### config.mk
export PLATFORM = sky130hd
export DESIGN_NAME = dmf_ram
export DESIGN_NICKNAME = d
export VERILOG_FILES = /design/src/rtl/dmf_ram.sv
export SDC_FILE = /design/constraint.sdc
export NUM_CORES = 2
export LEC_CHECK = 0
export CAP_MARGIN = 20
export CORE_AREA = 5 5 513 515
export CTS_CLUSTER_DIAMETER = 60
export DETAILED_ROUTE_END_ITERATION = 8
export DIE_AREA = 0 0 518 520
export DONT_BUFFER_PORTS = 1
export MAX_ROUTING_LAYER = met4
export SYNTH_ARGS = -nofsm -noshare
export SYNTH_HDL_FRONTEND = slang
export SYNTH_SLANG_ARGS = --single-unit
### constraint.sdc
create_clock -name clk -period 2.74 [get_ports clk]
set_clock_uncertainty 0.2 [all_clocks]
set_input_delay 0.548 -clock clk [delete_from_list [all_inputs] [get_ports clk]]
set_output_delay 0.548 -clock clk [all_outputs]
set_load 0.01 [all_outputs]
### src/rtl/dmf_ram.sv
// Generic simple dual-port RAM, one write port, one registered read port.
`timescale 1ns / 1ps
module dmf_ram #(
    parameter int WIDTH = 8,
    parameter int DEPTH = 256
) (
    input  logic                     clk,
    input  logic                     we,
    input  logic [$clog2(DEPTH)-1:0] waddr,
    input  logic [WIDTH-1:0]         wdata,
    input  logic [$clog2(DEPTH)-1:0] raddr,
    output logic [WIDTH-1:0]         rdata
);
    logic [WIDTH-1:0] mem [DEPTH];

    always_ff @(posedge clk)
    begin
        if (we)
        begin
            mem[waddr] <= wdata;
        end
        rdata <= mem[raddr];
    end
endmodule

==> results_dict.tcl <==
set metrics [dict create \
    drc_errors 0 \
    finalNonFillerCells 7792 \
    dr.pass1.iters 6 \
    track_usage_pct 14.9 \
    ctsHoldBuffers 9 \
    start_util_pct 30.8 \
    die_h_um 520 \
    status "complete, but fails checks" \
    critPathCaptureType "register" \
    rows 187 \
    cts_tree "done" \
    grt_pass1_wl_mm 288 \
    dp.cells 7377 \
    required_ps 3260 \
    seq_area_frac_synth_pct 77.5 \
    total_power_mw 65.5 \
    synth_cells 3733 \
    cts_setup_buffers 0 \
    synth_async_sr_flop_share_pct 0 \
    hpwl_mm 111 \
    cts_max_level 4 \
    io_pins 34 \
    coreArea_um2 258000 \
    fin_area_um2 93600 \
    pwr_density_cell_nw_per_um2 699 \
    cp_max_fo 446 \
    grt_pass1_vias 40100 \
    synth_cell_types 55 \
    crit_type "primary input to register" \
    vias_per_cell 5.12 \
    placed_area_um2 86200 \
    rsz0062_at_grt "false" \
    hold_viol_final 957 \
    grt_max_degree 579 \
    tns_ps 0 \
    p_leak_nw 29.4 \
    cap_violations 0 \
    tightest_slew_ps 1110 \
    fin_hold_ws_ps -368 \
    vias 39900 \
    drv_slew 0 \
    io_buffers 0 \
    finalCritPeriodShare_pct 98.3 \
    max_freq_mhz 371 \
    nNetsFinal 4238 \
    crit_path_start_kind "primary input" \
    synth_edf_count 2048 \
    violations "hold timing" \
    clk_pin_slew_ps 60 \
    setup_viol 0 \
    dieWidth_um 518 \
    peakVddDrop_mv 0.615 \
    ys.warnings.count 0 \
    hp-class "primary input to register" \
    synth_area_per_cell_um2 21.3 \
    relSlewSlack_pct 26.3 \
    clk_latency_ps 850 \
    cts_root_buf "clkbuf_16" \
    grt_overflow 0 \
    post-route-min-period_ps 2690 \
    syn_to_final_growth_pct 17.7 \
    drt_iter0_drc 4945 \
    antenna_found_initial 9 \
    synth_fp_nets 3759 \
    cts.sinks 2056 \
    netlist_area_um2 79600 \
    critPathArrivalTime_ps 3210 \
    ys.flop_type "edfxtp_1" \
    die_area_um2 269000 \
    gp_congestion 0.788 \
    drtAntennaViolNets 0 \
    clk_path_buf_depth 3 \
    numCtsBuffers 206 \
    drt-total-wl_mm 204 \
    layout-drive-gt1-share_pct 28.9 \
    routedWlPerCell_um 26.2 \
    ys_seq_elements 2056 \
]
==> through the flow <==
step | util [%] | worst slack (ps)
global placement | 33.4 | -980
detailed placement | 33.4 | -937
CTS | 36.1 | 19.4
global route | 36.3 | 39.4
finish | 36.3 | 45.5
floorplan | - | 54.1
==> final timing paths <==
kind / endpoint / cells past startpoint / from / slack, ps
min: mem[74][3] / 0 / wdata[3] / -370
max reg2reg: rdata[5] / 8 / mem[83][5] / 80
max: rdata[4] / 8 / raddr[1] / 50
min reg2reg: rdata[3] / 7 / mem[40][3] / 860
==> report_power, final <==
group / internal [mW] / total [mW] / switching (mW)
sequential: 34.7 / 34.8 / 0.107
clock: 16.0 / 28.2 / 12.2
combinational: 1.19 / 2.49 / 1.30
total: 51.9 / 65.5 / 13.6
==> layer usage <==
metal	GRT usage, %	vias up	routed length, µm
li1	-	16700	-
met3	2.60	294	15600
met4	3.66	0	4470
met5	-	-	0
met1	20.0	21300	85400
met2	23.5	1639	98900
==> registers in the layout, indices dropped and copies added (netlist names) <==
register / flops
mem: 2048
rdata: 8
==> Yosys cell counts, types with 2 or more instances <==
library cell	instances	area, µm²
o32ai_1	4	35.0
a2111oi_0	2	17.5
o22a_1	5	43.8
a21oi_1	96	480
dfxtp_1	8	160
o22ai_1	28	175
nand3_1	34	170
a311oi_1	2	17.5
nand3b_1	2	15.0
nor2_1	282	1060
a211oi_1	16	120
o211ai_1	10	75.1
and3b_1	2	17.5
a2111oi_1	2	20.0
clkbuf_1	111	417
nor4_1	24	150
nand2b_1	8	50.1
nor2b_1	31	194
or2_2	4	25.0
buf_8	13	195
o21ai_0	10	50.1
buf_1	22	82.6
a22o_1	8	70.1
nor3_1	22	110
a31oi_1	2	12.5
and2_1	6	37.5
buf_6	21	236
buf_12	8	160
buf_4	27	203
mux4_1	2	52.6
edfxtp_1	2048	61500
mux4_2	454	10200
buf_2	31	155
mux2i_1	134	1340
nor4_2	3	37.5
a22oi_1	133	998
nand2_1	33	124
a221oi_1	13	114
nand4_1	10	62.6
o221ai_1	46	403
o21ai_1	2	10.0
==> kinds of logic after synthesis <==
logic type,count (synthesis),share of synthesized area [%]
mux,591,14.6
simple gates,466,2.63
buf+inv,235,1.83
flops,2056,77.5
compound gates,385,3.42
==> cell type report <==
| cell class | instances | area (µm²) |
|---|---|---|
| flip-flops and latches | 2056 | 61700 |
| well taps | 3402 | 4260 |
| fillers | 23700 | 165000 |
| clock inverters | 130 | 1450 |
| inverters | 2 | 7.51 |
| multi-input cells | 1442 | 16500 |
| clock buffers | 254 | 5370 |
| diodes | 2 | 5.00 |
| repair buffers | 504 | 4380 |
==> layout by cell type (no fill, tap or decap), drive strengths merged, types with 4 or more instances in the layout <==
master       instances
a2111oi              5
a211oi              16
a21oi               96
a221oi              14
a22o                 8
a22oi              133
and2                 6
buf                483
bufinv              21
clkbuf             266
clkinv              93
clkinvlp             7
dfxtp                8
dlygate4sd3          9
edfxtp            2048
inv                 11
mux2i              134
mux4               456
nand2               33
nand2b               8
nand3               34
nand4               10
nor2               282
nor2b               31
nor3                22
nor4                27
o211ai              10
o21ai               12
o221ai              47
o22a                 5
o22ai               28
o32ai                5
or2                  4
==> worst max-delay path, stage by stage <==
cell and delay, ps:
or3b_2 830, buf_4 180, o221ai_1 150, a21oi_1 60
a21oi_1 370, nor3_1 190, buf_4 180, nor4_1 230
==> repair_timing <==
item	4_1_cts	5_1_grt
hold endpoints to repair	2120	1899
cloned	0	15
setup endpoints to repair	3	8
pin swaps	0	0
resized for setup	3	1
Note: power is estimated with default switching activity, not from simulation.
